--- src/rtl/aepq_pkg.sv ---
// types and constants of the active/expired priority run queue
`default_nettype none
package aepq_pkg;

	localparam int TASK_W    = 8;
	localparam int PRIO_W    = 4;
	localparam int STATUS_W  = 2;
	localparam int OUT_LVL_W = 3;
	localparam int CFG_W     = 4;

	localparam logic [CFG_W-1:0] CFG_RESET = CFG_W'(4);

	localparam logic ACT_ADD = 1'b0;
	localparam logic ACT_GET = 1'b1;

	localparam logic [STATUS_W-1:0] ST_OK           = 2'd0;
	localparam logic [STATUS_W-1:0] ST_EMPTY        = 2'd1;
	localparam logic [STATUS_W-1:0] ST_FULL         = 2'd2;
	localparam logic [STATUS_W-1:0] ST_OUT_OF_RANGE = 2'd3;

	typedef struct packed {
		logic take;
		logic run;
		logic fin;
	} ctl_t;

	typedef struct packed {
		logic out_free;
	} sts_t;

endpackage
`default_nettype wire

--- src/rtl/aepq_cmd_if.sv ---
// command channel: add or get beats
`default_nettype none
interface aepq_cmd_if import aepq_pkg::*; ();
	logic                     valid;
	logic                     ready;
	logic                     action;
	logic [TASK_W-1:0]        task_id;
	logic signed [PRIO_W-1:0] dyn_prio;
	logic [PRIO_W-1:0]        static_prio;

	modport source (output valid, action, task_id, dyn_prio, static_prio, input ready);
	modport sink (input valid, action, task_id, dyn_prio, static_prio, output ready);
endinterface
`default_nettype wire

--- src/rtl/aepq_res_if.sv ---
// result channel: one beat per command
`default_nettype none
interface aepq_res_if import aepq_pkg::*; ();
	logic                 valid;
	logic                 ready;
	logic [STATUS_W-1:0]  status;
	logic [TASK_W-1:0]    out_task;
	logic [OUT_LVL_W-1:0] out_level;
	logic                 went_expired;
	logic                 banks_swapped;

	modport source (output valid, status, out_task, out_level, went_expired, banks_swapped,
		input ready);
	modport sink (input valid, status, out_task, out_level, went_expired, banks_swapped,
		output ready);
endinterface
`default_nettype wire

--- src/rtl/aepq_cfg_if.sv ---
// configuration write channel for the level count register
`default_nettype none
interface aepq_cfg_if import aepq_pkg::*; ();
	logic             valid;
	logic             ready;
	logic [CFG_W-1:0] levels_in_use;

	modport source (output valid, levels_in_use, input ready);
	modport sink (input valid, levels_in_use, output ready);
endinterface
`default_nettype wire

--- src/rtl/aepq_ctrl.sv ---
// sequencer: accept, execute, load result
`default_nettype none
module aepq_ctrl import aepq_pkg::*; (
	input  wire  clk,
	input  wire  arst_n,
	input  wire  in_valid,
	output logic in_ready,
	input  sts_t sts,
	output ctl_t ctl
);

	localparam logic [1:0] S_IDLE = 2'd0;
	localparam logic [1:0] S_EXEC = 2'd1;
	localparam logic [1:0] S_FIN  = 2'd2;

	logic [1:0] state_q;
	logic [1:0] state_d;

	always_comb begin
		state_d  = state_q;
		in_ready = 1'b0;
		ctl      = '0;
		case (state_q)
			S_IDLE: begin
				in_ready = 1'b1;
				if (in_valid) begin
					ctl.take = 1'b1;
					state_d  = S_EXEC;
				end
			end
			S_EXEC: begin
				ctl.run = 1'b1;
				state_d = S_FIN;
			end
			S_FIN: begin
				if (sts.out_free) begin
					ctl.fin  = 1'b1;
					in_ready = 1'b1;
					if (in_valid) begin
						ctl.take = 1'b1;
						state_d  = S_EXEC;
					end else begin
						state_d = S_IDLE;
					end
				end
			end
			default: begin
				state_d = S_IDLE;
			end
		endcase
	end

	always_ff @(posedge clk or negedge arst_n) begin
		if (!arst_n) begin
			state_q <= S_IDLE;
		end else begin
			state_q <= state_d;
		end
	end

endmodule
`default_nettype wire

--- src/rtl/aepq_datapath.sv ---
// queue storage, pointers, level scan and result register
`default_nettype none
module aepq_datapath import aepq_pkg::*; #(
	parameter int LEVELS      = 8,
	parameter int QUEUE_DEPTH = 16
) (
	input  wire                       clk,
	input  wire                       arst_n,
	input  ctl_t                      ctl,
	output sts_t                      sts,
	input  wire                       cfg_we,
	input  wire [CFG_W-1:0]           cfg_data,
	input  wire                       in_action,
	input  wire [TASK_W-1:0]          in_task_id,
	input  wire signed [PRIO_W-1:0]   in_dyn_prio,
	input  wire [PRIO_W-1:0]          in_static_prio,
	output logic                      res_valid,
	input  wire                       res_ready,
	output logic [STATUS_W-1:0]       res_status,
	output logic [TASK_W-1:0]         res_out_task,
	output logic [OUT_LVL_W-1:0]      res_out_level,
	output logic                      res_went_expired,
	output logic                      res_banks_swapped
);

	localparam int LVL_W = (LEVELS > 1) ? $clog2(LEVELS) : 1;
	localparam int NUM_W = $clog2(LEVELS + 1);
	localparam int PTR_W = $clog2(QUEUE_DEPTH);
	localparam int CNT_W = $clog2(QUEUE_DEPTH + 1);

	logic [CFG_W-1:0]         cfg_q;
	logic                     bank_q;
	logic                     act_q;
	logic [TASK_W-1:0]        tid_q;
	logic [PRIO_W-1:0]        dyn_q;
	logic [PRIO_W-1:0]        sp_q;

	logic [PTR_W-1:0]         head_q [2][LEVELS];
	logic [PTR_W-1:0]         tail_q [2][LEVELS];
	logic [CNT_W-1:0]         cnt_q  [2][LEVELS];
	logic [TASK_W-1:0]        mem_q  [2][LEVELS][QUEUE_DEPTH];
	logic [TASK_W-1:0]        rd_q;

	logic [STATUS_W-1:0]      st_q;
	logic [OUT_LVL_W-1:0]     lvl_q;
	logic                     exp_q;
	logic                     swp_q;
	logic                     use_rd_q;
	logic                     echo_q;

	logic                     res_valid_q;
	logic [STATUS_W-1:0]      res_status_q;
	logic [TASK_W-1:0]        res_task_q;
	logic [OUT_LVL_W-1:0]     res_level_q;
	logic                     res_exp_q;
	logic                     res_swp_q;

	logic [NUM_W-1:0]         eff_n;
	logic [LEVELS-1:0]        lvl_mask;
	logic [LEVELS-1:0]        ne_act;
	logic [LEVELS-1:0]        ne_oth;
	logic [LVL_W-1:0]         enc_act;
	logic [LVL_W-1:0]         enc_oth;
	logic                     any_act;
	logic                     any_oth;
	logic                     pop_bank;
	logic [LVL_W-1:0]         pop_lvl;
	logic                     do_pop;

	logic                     neg;
	logic                     add_ok;
	logic [PRIO_W-1:0]        add_lvl4;
	logic [LVL_W-1:0]         add_lvl;
	logic                     add_bank;
	logic                     add_full;
	logic                     do_push;

	// effective level count
	always_comb begin
		if (cfg_q == '0) begin
			eff_n = NUM_W'(1);
		end else if (32'(cfg_q) > 32'(LEVELS)) begin
			eff_n = NUM_W'(LEVELS);
		end else begin
			eff_n = NUM_W'(cfg_q);
		end
	end

	// level scan over both banks
	always_comb begin
		enc_act = '0;
		enc_oth = '0;
		for (int i = 0; i < LEVELS; i++) begin
			lvl_mask[i] = (i < int'(eff_n));
			ne_act[i]   = lvl_mask[i] && (cnt_q[bank_q][i] != '0);
			ne_oth[i]   = lvl_mask[i] && (cnt_q[~bank_q][i] != '0);
			if (ne_act[i]) begin
				enc_act = LVL_W'(i);
			end
			if (ne_oth[i]) begin
				enc_oth = LVL_W'(i);
			end
		end
		any_act  = |ne_act;
		any_oth  = |ne_oth;
		pop_bank = any_act ? bank_q : ~bank_q;
		pop_lvl  = any_act ? enc_act : enc_oth;
		do_pop   = ctl.run && (act_q == ACT_GET) && (any_act || any_oth);
	end

	// add target
	always_comb begin
		neg      = dyn_q[PRIO_W-1];
		add_lvl4 = neg ? (sp_q - PRIO_W'(1)) : {1'b0, dyn_q[PRIO_W-2:0]};
		if (neg) begin
			add_ok = (sp_q != '0) && (32'(sp_q) <= 32'(eff_n));
		end else begin
			add_ok = 32'(dyn_q[PRIO_W-2:0]) < 32'(eff_n);
		end
		add_lvl  = LVL_W'(add_lvl4);
		add_bank = neg ? ~bank_q : bank_q;
		add_full = add_ok && (cnt_q[add_bank][add_lvl] == CNT_W'(QUEUE_DEPTH));
		do_push  = ctl.run && (act_q == ACT_ADD) && add_ok && !add_full;
	end

	// queue storage
	always_ff @(posedge clk) begin
		if (do_push) begin
			mem_q[add_bank][add_lvl][tail_q[add_bank][add_lvl]] <= tid_q;
		end
		if (do_pop) begin
			rd_q <= mem_q[pop_bank][pop_lvl][head_q[pop_bank][pop_lvl]];
		end
	end

	// input beat, step results
	always_ff @(posedge clk) begin
		if (ctl.take) begin
			act_q <= in_action;
			tid_q <= in_task_id;
			dyn_q <= in_dyn_prio;
			sp_q  <= in_static_prio;
		end
		if (ctl.run) begin
			use_rd_q <= do_pop;
			echo_q   <= (act_q == ACT_ADD);
			if (act_q == ACT_ADD) begin
				swp_q <= 1'b0;
				if (!add_ok) begin
					st_q  <= ST_OUT_OF_RANGE;
					lvl_q <= '0;
					exp_q <= 1'b0;
				end else begin
					st_q  <= add_full ? ST_FULL : ST_OK;
					lvl_q <= OUT_LVL_W'(add_lvl4);
					exp_q <= neg;
				end
			end else begin
				exp_q <= 1'b0;
				swp_q <= !any_act;
				st_q  <= (any_act || any_oth) ? ST_OK : ST_EMPTY;
				lvl_q <= (any_act || any_oth) ? OUT_LVL_W'(pop_lvl) : '0;
			end
		end
	end

	// pointers, counts, bank select, level register
	always_ff @(posedge clk or negedge arst_n) begin
		if (!arst_n) begin
			cfg_q  <= CFG_RESET;
			bank_q <= 1'b0;
			for (int b = 0; b < 2; b++) begin
				for (int l = 0; l < LEVELS; l++) begin
					head_q[b][l] <= '0;
					tail_q[b][l] <= '0;
					cnt_q[b][l]  <= '0;
				end
			end
		end else begin
			if (cfg_we) begin
				cfg_q <= cfg_data;
			end
			if (do_push) begin
				tail_q[add_bank][add_lvl] <=
					(tail_q[add_bank][add_lvl] == PTR_W'(QUEUE_DEPTH - 1)) ? '0 :
					tail_q[add_bank][add_lvl] + PTR_W'(1);
				cnt_q[add_bank][add_lvl] <= cnt_q[add_bank][add_lvl] + CNT_W'(1);
			end
			if (do_pop) begin
				head_q[pop_bank][pop_lvl] <=
					(head_q[pop_bank][pop_lvl] == PTR_W'(QUEUE_DEPTH - 1)) ? '0 :
					head_q[pop_bank][pop_lvl] + PTR_W'(1);
				cnt_q[pop_bank][pop_lvl] <= cnt_q[pop_bank][pop_lvl] - CNT_W'(1);
			end
			if (ctl.run && (act_q == ACT_GET) && !any_act) begin
				bank_q <= ~bank_q;
			end
		end
	end

	// output register
	always_ff @(posedge clk or negedge arst_n) begin
		if (!arst_n) begin
			res_valid_q <= 1'b0;
		end else if (ctl.fin) begin
			res_valid_q <= 1'b1;
		end else if (res_ready) begin
			res_valid_q <= 1'b0;
		end
	end

	always_ff @(posedge clk) begin
		if (ctl.fin) begin
			res_status_q <= st_q;
			res_level_q  <= lvl_q;
			res_exp_q    <= exp_q;
			res_swp_q    <= swp_q;
			if (echo_q) begin
				res_task_q <= tid_q;
			end else if (use_rd_q) begin
				res_task_q <= rd_q;
			end else begin
				res_task_q <= '0;
			end
		end
	end

	assign sts.out_free      = !res_valid_q || res_ready;
	assign res_valid         = res_valid_q;
	assign res_status        = res_status_q;
	assign res_out_task      = res_task_q;
	assign res_out_level     = res_level_q;
	assign res_went_expired  = res_exp_q;
	assign res_banks_swapped = res_swp_q;

endmodule
`default_nettype wire

--- src/rtl/active_expired_priority_run_queue_core.sv ---
// Active/expired priority run queue: add and get commands in, one result beat out.
// cmd channel: a beat is an add (action 0) or a get (action 1). An add puts task_id
//   in the active bank at dyn_prio, or, when dyn_prio is negative, in the expired
//   bank at static_prio - 1. A get pops the highest non-empty active level, or,
//   if that bank is empty, the highest non-empty expired level and swaps the banks.
// res channel: exactly one beat per cmd beat, in order.
// cfg channel: writes levels_in_use, always ready; write only while no command is
//   in flight.
// Sequence: a cmd beat is registered when taken, executed in S_EXEC and loaded into
//   the result register in S_FIN. A new command is taken only in S_IDLE or in the
//   cycle that loads the previous result, not while one is executing in S_EXEC;
//   the queue memory is used in S_EXEC only.
// A stalled res channel holds its beat; one more command is accepted and then
//   waits finished until the result register frees.
// Reset empties all queues, makes bank zero active and sets levels_in_use to 4.
`default_nettype none
module active_expired_priority_run_queue_core import aepq_pkg::*; #(
	parameter int LEVELS      = 8,
	parameter int QUEUE_DEPTH = 16
) (
	input wire         clk,
	input wire         arst_n,
	aepq_cmd_if.sink   cmd,
	aepq_res_if.source res,
	aepq_cfg_if.sink   cfg
);

	ctl_t ctl;
	sts_t sts;

	assign cfg.ready = 1'b1;

	aepq_ctrl u_ctrl (
		.clk      (clk),
		.arst_n   (arst_n),
		.in_valid (cmd.valid),
		.in_ready (cmd.ready),
		.sts      (sts),
		.ctl      (ctl)
	);

	aepq_datapath #(
		.LEVELS      (LEVELS),
		.QUEUE_DEPTH (QUEUE_DEPTH)
	) u_datapath (
		.clk               (clk),
		.arst_n            (arst_n),
		.ctl               (ctl),
		.sts               (sts),
		.cfg_we            (cfg.valid),
		.cfg_data          (cfg.levels_in_use),
		.in_action         (cmd.action),
		.in_task_id        (cmd.task_id),
		.in_dyn_prio       (cmd.dyn_prio),
		.in_static_prio    (cmd.static_prio),
		.res_valid         (res.valid),
		.res_ready         (res.ready),
		.res_status        (res.status),
		.res_out_task      (res.out_task),
		.res_out_level     (res.out_level),
		.res_went_expired  (res.went_expired),
		.res_banks_swapped (res.banks_swapped)
	);

endmodule
`default_nettype wire

--- src/flat_wrapper.sv ---
// flat-port wrapper written by rule: the top's interface ports become plain ports
module active_expired_priority_run_queue_core_flat import aepq_pkg::*;
#(
	parameter int LEVELS      = 8,
	parameter int QUEUE_DEPTH = 16
)
  (clk, arst_n, cmd_valid, cmd_action, cmd_task_id, cmd_dyn_prio, cmd_static_prio, cmd_ready, res_valid, res_status, res_out_task, res_out_level, res_went_expired, res_banks_swapped, res_ready, cfg_valid, cfg_levels_in_use, cfg_ready);
  aepq_cmd_if cmd_i ();
  aepq_res_if res_i ();
  aepq_cfg_if cfg_i ();
  input wire clk;
  input wire arst_n;
  input wire logic [$bits(cmd_i.valid)-1:0] cmd_valid;
  input wire logic [$bits(cmd_i.action)-1:0] cmd_action;
  input wire logic [$bits(cmd_i.task_id)-1:0] cmd_task_id;
  input wire logic [$bits(cmd_i.dyn_prio)-1:0] cmd_dyn_prio;
  input wire logic [$bits(cmd_i.static_prio)-1:0] cmd_static_prio;
  output wire logic [$bits(cmd_i.ready)-1:0] cmd_ready;
  output wire logic [$bits(res_i.valid)-1:0] res_valid;
  output wire logic [$bits(res_i.status)-1:0] res_status;
  output wire logic [$bits(res_i.out_task)-1:0] res_out_task;
  output wire logic [$bits(res_i.out_level)-1:0] res_out_level;
  output wire logic [$bits(res_i.went_expired)-1:0] res_went_expired;
  output wire logic [$bits(res_i.banks_swapped)-1:0] res_banks_swapped;
  input wire logic [$bits(res_i.ready)-1:0] res_ready;
  input wire logic [$bits(cfg_i.valid)-1:0] cfg_valid;
  input wire logic [$bits(cfg_i.levels_in_use)-1:0] cfg_levels_in_use;
  output wire logic [$bits(cfg_i.ready)-1:0] cfg_ready;
  assign cmd_i.valid = cmd_valid;
  assign cmd_i.action = cmd_action;
  assign cmd_i.task_id = cmd_task_id;
  assign cmd_i.dyn_prio = cmd_dyn_prio;
  assign cmd_i.static_prio = cmd_static_prio;
  assign cmd_ready = cmd_i.ready;
  assign res_valid = res_i.valid;
  assign res_status = res_i.status;
  assign res_out_task = res_i.out_task;
  assign res_out_level = res_i.out_level;
  assign res_went_expired = res_i.went_expired;
  assign res_banks_swapped = res_i.banks_swapped;
  assign res_i.ready = res_ready;
  assign cfg_i.valid = cfg_valid;
  assign cfg_i.levels_in_use = cfg_levels_in_use;
  assign cfg_ready = cfg_i.ready;
  active_expired_priority_run_queue_core #(.LEVELS(LEVELS), .QUEUE_DEPTH(QUEUE_DEPTH)) u_core (.clk(clk), .arst_n(arst_n), .cmd(cmd_i), .res(res_i), .cfg(cfg_i));
endmodule
--- config.mk ---
export PLATFORM = sky130hd
export DESIGN_NAME = active_expired_priority_run_queue_core_flat
export DESIGN_NICKNAME = d
export VERILOG_FILES = /design/src/rtl/aepq_pkg.sv /design/src/rtl/aepq_cmd_if.sv /design/src/rtl/aepq_res_if.sv /design/src/rtl/aepq_cfg_if.sv /design/src/rtl/aepq_ctrl.sv /design/src/rtl/aepq_datapath.sv /design/src/rtl/active_expired_priority_run_queue_core.sv /design/src/flat_wrapper.sv
export SDC_FILE = /design/constraint.sdc
export NUM_CORES = 2
export LEC_CHECK = 0
export ABC_AREA = 1
export BUFFER_PORTS_ARGS = -buffer_cell sky130_fd_sc_hd__buf_2
export CAP_MARGIN = 30
export CORE_AREA = 5 5 477 479
export DETAILED_ROUTE_END_ITERATION = 6
export DIE_AREA = 0 0 482 484
export PLACE_DENSITY = 0.57
export SYNTH_ARGS = -nofsm -noshare
export SYNTH_HDL_FRONTEND = slang
export SYNTH_HIERARCHICAL = 1
export SYNTH_SLANG_ARGS = --single-unit
export TNS_END_PERCENT = 20
--- constraint.sdc ---
create_clock -name clk -period 5 [get_ports clk]
set_input_delay 0 -clock clk [delete_from_list [all_inputs] [get_ports clk]]
set_output_delay 0 -clock clk [all_outputs]
set_load 0.03 [all_outputs]
==> flow_summary.html <==
<table>
<tr><th>Metric</th><th>Value</th></tr>
<tr><th colspan="2">Setup path</th></tr>
<tr><td>Reg-to-Reg Start</td><td>u_core/u_datapath/bank_q</td></tr>
<tr><td>Buffer and inverter count on the worst path</td><td>4</td></tr>
<tr><td>Register-to-register path setup slack</td><td>~0.26 ns</td></tr>
<tr><td>Worst Setup Path Type</td><td>register to register</td></tr>
<tr><td>Data arrival at the endpoint of the critical path</td><td>5.39 ns</td></tr>
<tr><td>Worst setup endpoint</td><td>u_core/u_datapath/rd_q[3]</td></tr>
<tr><td>Endpoint of the lowest-slack register-to-register path</td><td>u_core/u_datapath/rd_q[3]</td></tr>
<tr><td>Data required time of the worst path</td><td>around 5.7 ns</td></tr>
<tr><td>Cell breakdown of the critical path</td><td>inv_2 &gt; buf_4 &gt; nand4_1 &gt; nand3_1 &gt; nand2_2 &gt; nor2_8 &gt; nand2_4 &gt; nand2_4 &gt; nand2_8 &gt; nand2_1 &gt; nand2_1 &gt; nand3_1 &gt; nand2_1 &gt; nor2_2 &gt; nand2_2 &gt; inv_2 &gt; buf_4 &gt; nand3_1 &gt; nand3_1 &gt; nand3_1 &gt; nand3_1 &gt; nand2_1</td></tr>
<tr><td>Number of cells on the worst reg-to-reg path</td><td>22</td></tr>
<tr><td>Stages on the worst setup path</td><td>22</td></tr>
<tr><td>Max Fanout on Critical Path</td><td>45</td></tr>
<tr><td>Critical path's most frequent cell</td><td>nand3_1</td></tr>
<tr><td>Critical Path Slowest Stage Cell</td><td>inv_2</td></tr>
<tr><td>Startpoint type of the worst setup path</td><td>register</td></tr>
<tr><td>Largest stage delay on the critical path</td><td>around 0.45 ns</td></tr>
<tr><td>Critical path launch point</td><td>u_core/u_datapath/bank_q</td></tr>
<tr><td>Type of destination of the critical path</td><td>register</td></tr>
<tr><td>Family with the most delay on the worst path</td><td>simple AND/OR/NAND/NOR gates</td></tr>
<tr><th colspan="2">Detailed routing</th></tr>
<tr><td>Violation count after the first detailed-routing iteration</td><td>8,545</td></tr>
<tr><td>Via count of the routed design</td><td>between 70k and 80k</td></tr>
<tr><td>First-pass DRT Iterations</td><td>7</td></tr>
<tr><td>Drt wl/cell</td><td>24.99 um</td></tr>
<tr><td>Detailed-route DRC error count</td><td>11</td></tr>
<tr><td>Remaining antenna violation count</td><td>0</td></tr>
<tr><td>Total wire length after detailed routing</td><td>325,000 um</td></tr>
<tr><td>DR vias/cell</td><td>approximately 5.5</td></tr>
<tr><th colspan="2">Synth</th></tr>
<tr><td>Seq cells post-synth</td><td>about 2.3k</td></tr>
<tr><td>Yosys top cell area share</td><td>0.6314</td></tr>
<tr><td>Cell Area, Synth</td><td>approximately 100,000 um2</td></tr>
<tr><td>Dominant combinational cell family by area after synthesis</td><td>simple AND/OR/NAND/NOR gates</td></tr>
<tr><td>Count of mapped cells out of synthesis</td><td>slightly below 10k</td></tr>
<tr><td>Area fraction in compound gates after synthesis</td><td>0.02680</td></tr>
<tr><td>Ranking of synthesized cells by instance count</td><td>nand2_1, edfxtp_1, nand3_1</td></tr>
<tr><td>Multiplexer fraction of the synthesized cell area</td><td>0.0001004</td></tr>
<tr><td>FFs w/ async S/R, synth</td><td>0.09339</td></tr>
<tr><td>Average cell area after synthesis</td><td>10.24 um2</td></tr>
<tr><td>Post-Synthesis Net Count</td><td>9,783</td></tr>
<tr><td>Share of the synthesized netlist area taken by xor and xnor gates</td><td>0.0008656</td></tr>
<tr><td>Post-synthesis cell type with the largest combined area</td><td>edfxtp_1</td></tr>
<tr><td>Post-synth cell types</td><td>56</td></tr>
<tr><td>Area share of fa/ha/maj cells after synthesis</td><td>0.001882</td></tr>
<tr><td>Count leader, synth</td><td>nand2_1</td></tr>
<tr><td>Synthesized-area fraction occupied by and/or/nand/nor cells</td><td>0.2493</td></tr>
<tr><td>Ys flop type</td><td>edfxtp_1</td></tr>
<tr><td>Cells taking the most area after synthesis</td><td>edfxtp_1, nand2_1, dfrtp_1, nand3_1, nor2_1</td></tr>
<tr><td>Yosys Warn Count</td><td>6</td></tr>
<tr><td>Register area share after synthesis</td><td>0.6856</td></tr>
<tr><td>Number of synthesized flops with an enable pin</td><td>roughly 2.1k</td></tr>
<tr><th colspan="2">Clock network</th></tr>
<tr><td>CTS Root Cell</td><td>clkbuf_16</td></tr>
<tr><td>Number of CTS-inserted buffers</td><td>between 200 and 250</td></tr>
<tr><td># Post-CTS Setup Buffers</td><td>0</td></tr>
<tr><td>Maximum number of buffers from clock root to sink</td><td>3</td></tr>
<tr><td>Post-CTS Hold Buffers</td><td>59</td></tr>
<tr><td>Clock sink count</td><td>between 2k and 2.5k</td></tr>
<tr><td>Clock edge transition at the registers on the reported setup and hold paths</td><td>around 0.06 ns</td></tr>
<tr><td>Number of H-tree branching levels</td><td>4</td></tr>
<tr><td>CTS resizes</td><td>0</td></tr>
<tr><td>CTS tree</td><td>done</td></tr>
<tr><td>Later-pin clock latency in the skew report</td><td>around 0.90 ns</td></tr>
<tr><th colspan="2">Floorplanning</th></tr>
<tr><td>Number of I/O pins</td><td>44</td></tr>
<tr><td>Die Span X</td><td>between 400 and 500 um</td></tr>
<tr><td>DIE HEIGHT</td><td>between 400 and 500 um</td></tr>
<tr><td>Initial Utilization</td><td>0.4469</td></tr>
<tr><td>Area enclosed by the die boundary</td><td>roughly 230,000 um2</td></tr>
<tr><td>Core Area</td><td>roughly 220,000 um2</td></tr>
<tr><td>Standard-cell rows</td><td>roughly 170</td></tr>
<tr><th colspan="2">Layout</th></tr>
<tr><td>Final instance count without filler cells</td><td>13.01k</td></tr>
<tr><td>Layout Area Growth over Synthesis</td><td>13.03%</td></tr>
<tr><td>Share of cells above drive strength 1</td><td>0.07924</td></tr>
<tr><td>FILL cells</td><td>between 15k and 20k</td></tr>
<tr><td>Count of nets after finishing</td><td>slightly below 10k</td></tr>
<tr><th colspan="2">Power</th></tr>
<tr><td>Static leakage power</td><td>roughly 45 nW</td></tr>
<tr><td>Largest vdd supply drop</td><td>roughly 1.0 mV</td></tr>
<tr><td>Total power</td><td>69.67 mW</td></tr>
<tr><td>Power per unit of standard cell area</td><td>about 620 nW/um2</td></tr>
<tr><th colspan="2">STA</th></tr>
<tr><td>Final worst-path cycle share</td><td>0.9480</td></tr>
<tr><td>Post-route setup slack</td><td>between 0.2 and 0.3 ns</td></tr>
<tr><td>Total negative slack for setup checks</td><td>0 ns</td></tr>
<tr><td>Post-route clock skew</td><td>between 0.04 and 0.05 ns</td></tr>
<tr><td>Highest clock frequency the design can meet</td><td>0.2110 GHz</td></tr>
<tr><td>Minimum clock period</td><td>4.740 ns</td></tr>
<tr><td>Final Hold Viols</td><td>0</td></tr>
<tr><td>Max-slew headroom</td><td>0.2706</td></tr>
<tr><td>Setup violations, final</td><td>0</td></tr>
<tr><td>Setup repair after global routing missed its margin</td><td>no</td></tr>
<tr><td>Final slew viol count</td><td>0</td></tr>
<tr><td>Slew at the pin with the worst max-slew slack</td><td>1.094 ns</td></tr>
<tr><th colspan="2">Global routing</th></tr>
<tr><td>Number of antenna violations at the first check in global routing</td><td>7</td></tr>
<tr><td>Total overflow reported by the global router</td><td>0</td></tr>
<tr><td>Overall routing resource usage</td><td>0.2735</td></tr>
<tr><td>Pin count of the biggest net entering global routing</td><td>about 160</td></tr>
<tr><td>Via count of the first global-routing pass</td><td>67.57k</td></tr>
<tr><td>Wire length of the first global-routing pass</td><td>approximately 470,000 um</td></tr>
<tr><th colspan="2">Flow run</th></tr>
<tr><td>Max-cap violations</td><td>0</td></tr>
<tr><th colspan="2">Place</th></tr>
<tr><td>Number of placed instances, taps included</td><td>between 10k and 15k</td></tr>
<tr><td>Buffers on Ports</td><td>42</td></tr>
<tr><td>Post-detail-place hpwl</td><td>between 150,000 and 200,000 um</td></tr>
<tr><td>Placement Setup Slack</td><td>0.3426 ns</td></tr>
<tr><td>Routability cong.</td><td>slightly below 1</td></tr>
<tr><th colspan="2">Hold path</th></tr>
<tr><td>Worst min path class</td><td>input pin to async pin</td></tr>
<tr><th colspan="2">Status</th></tr>
<tr><td>Violations in the final reports</td><td>design-rule violations</td></tr>
<tr><td>Status</td><td>complete, but fails checks</td></tr>
</table>
[worst reg2reg max path, delay by kind of cell, from the launching register on]
kind / cells / cell delay (ns)
buffers and inverters: 4 / 1.31
DFF: 1 / 0.38
and+or+nand+nor: 18 / 2.83
[placed cells by master, fill, tap and decap left out, drive strengths merged, types with 58 or more instances in the layout]
cell type / synthesis / final
a21oi: 118 / 118
buf: 393 / 324
clkbuf: 171 / 302
clkinv: 0 / 115
dfrtp: 215 / 215
dlygate4sd3: 0 / 58
edfxtp: 2097 / 2097
inv: 208 / 212
nand2: 4521 / 4521
nand3: 830 / 830
nand4: 109 / 109
nor2: 640 / 640
o21ai: 313 / 313
[how the worst min path moves through the flow]
stage                     slack (ns)                    endpoint  cells after the start          startpoint
after floorplan                -0.30    u_core/u_ctrl/state_q[0]                      0              arst_n
after global placement          0.18  u_core/u_datapath/tid_q[6]                      1      cmd_task_id[6]
after detailed placement        0.18   u_core/u_datapath/sp_q[1]                      1  cmd_static_prio[1]
after CTS                       0.19  u_core/u_datapath/cfg_q[2]                      3              arst_n
after global routing            0.23  u_core/u_datapath/cfg_q[2]                      3              arst_n
final                           0.25  u_core/u_datapath/cfg_q[2]                      3              arst_n
[metal layers]
layer,up-vias,global-route usage,wire length [um]
li1,32715,-,-
met3,631,0.04531,27120
met1,35415,0.3909,135400
met5,-,0,13
met2,3281,0.4203,148000
met4,2,0.1065,14410
[layout make-up]
class / count / area (um2) / share of cell area
antenna: 5 / 12.51 / 0.0001110
inverter: 208 / 804.5 / 0.007137
sequential: 2313 / 68380 / 0.6066
clock inverter: 146 / 1433 / 0.01271
tap: 2992 / 3744 / 0.03321
multi-input combinational: 6657 / 27970 / 0.2481
clock buffer: 302 / 6289 / 0.05578
timing repair buffer: 382 / 4104 / 0.03641
[report_power, final]
| group | leakage (nW) | total (mW) | internal (mW) | switching (mW) |
|---|---|---|---|---|
| sequential | 21.7 | 22.5 | 21.9 | 0.520 |
| combinational | 19.2 | 29.5 | 7.01 | 22.5 |
| clock | 3.77 | 17.7 | 10.0 | 7.63 |
[metrics by stage]
| step | cell area (um2) | util | hold slack, ns |
|---|---|---|---|
| after floorplan | 99730 | - | -0.2956 |
| after global placement | 104300 | 0.4675 | 0.1784 |
| after detailed placement | 104400 | 0.4678 | 0.1781 |
| after CTS | 112700 | 0.5051 | 0.1859 |
| after global routing | 112700 | 0.5051 | 0.2304 |
| final | 112700 | 0.5052 | 0.2462 |
[sequential cells by signal, summed over array words and instances (netlist names), 2 cells and up]
register                         cells
u_core/u_datapath/head_q            64
u_core/u_datapath/tail_q            64
u_core/u_datapath/st_q               2
u_core/u_datapath/res_status         2
u_core/u_datapath/cfg_q              4
u_core/u_datapath/res_out_task       8
u_core/u_datapath/res_out_level      3
u_core/u_datapath/cnt_q             80
u_core/u_datapath/tid_q              8
u_core/u_datapath/sp_q               4
u_core/u_datapath/mem_q           2048
u_core/u_ctrl/state_q                2
u_core/u_datapath/lvl_q              3
u_core/u_datapath/dyn_q              4
u_core/u_datapath/rd_q               8
[cell families (layout without fill, tap and decap cells)]
| group | Yosys count | in the layout |
|---|---|---|
| adders and majority gates | 15 | 15 |
| AOI/OAI and AO/OA | 489 | 489 |
| DFF | 2313 | 2313 |
| other | 1 | 6 |
| and+or+nand+nor | 6142 | 6142 |
| buffers and inverters | 772 | 1038 |
| xor gates and xnor gates | 9 | 9 |
| muxes | 1 | 1 |
Power figures use the tool's default switching activity.
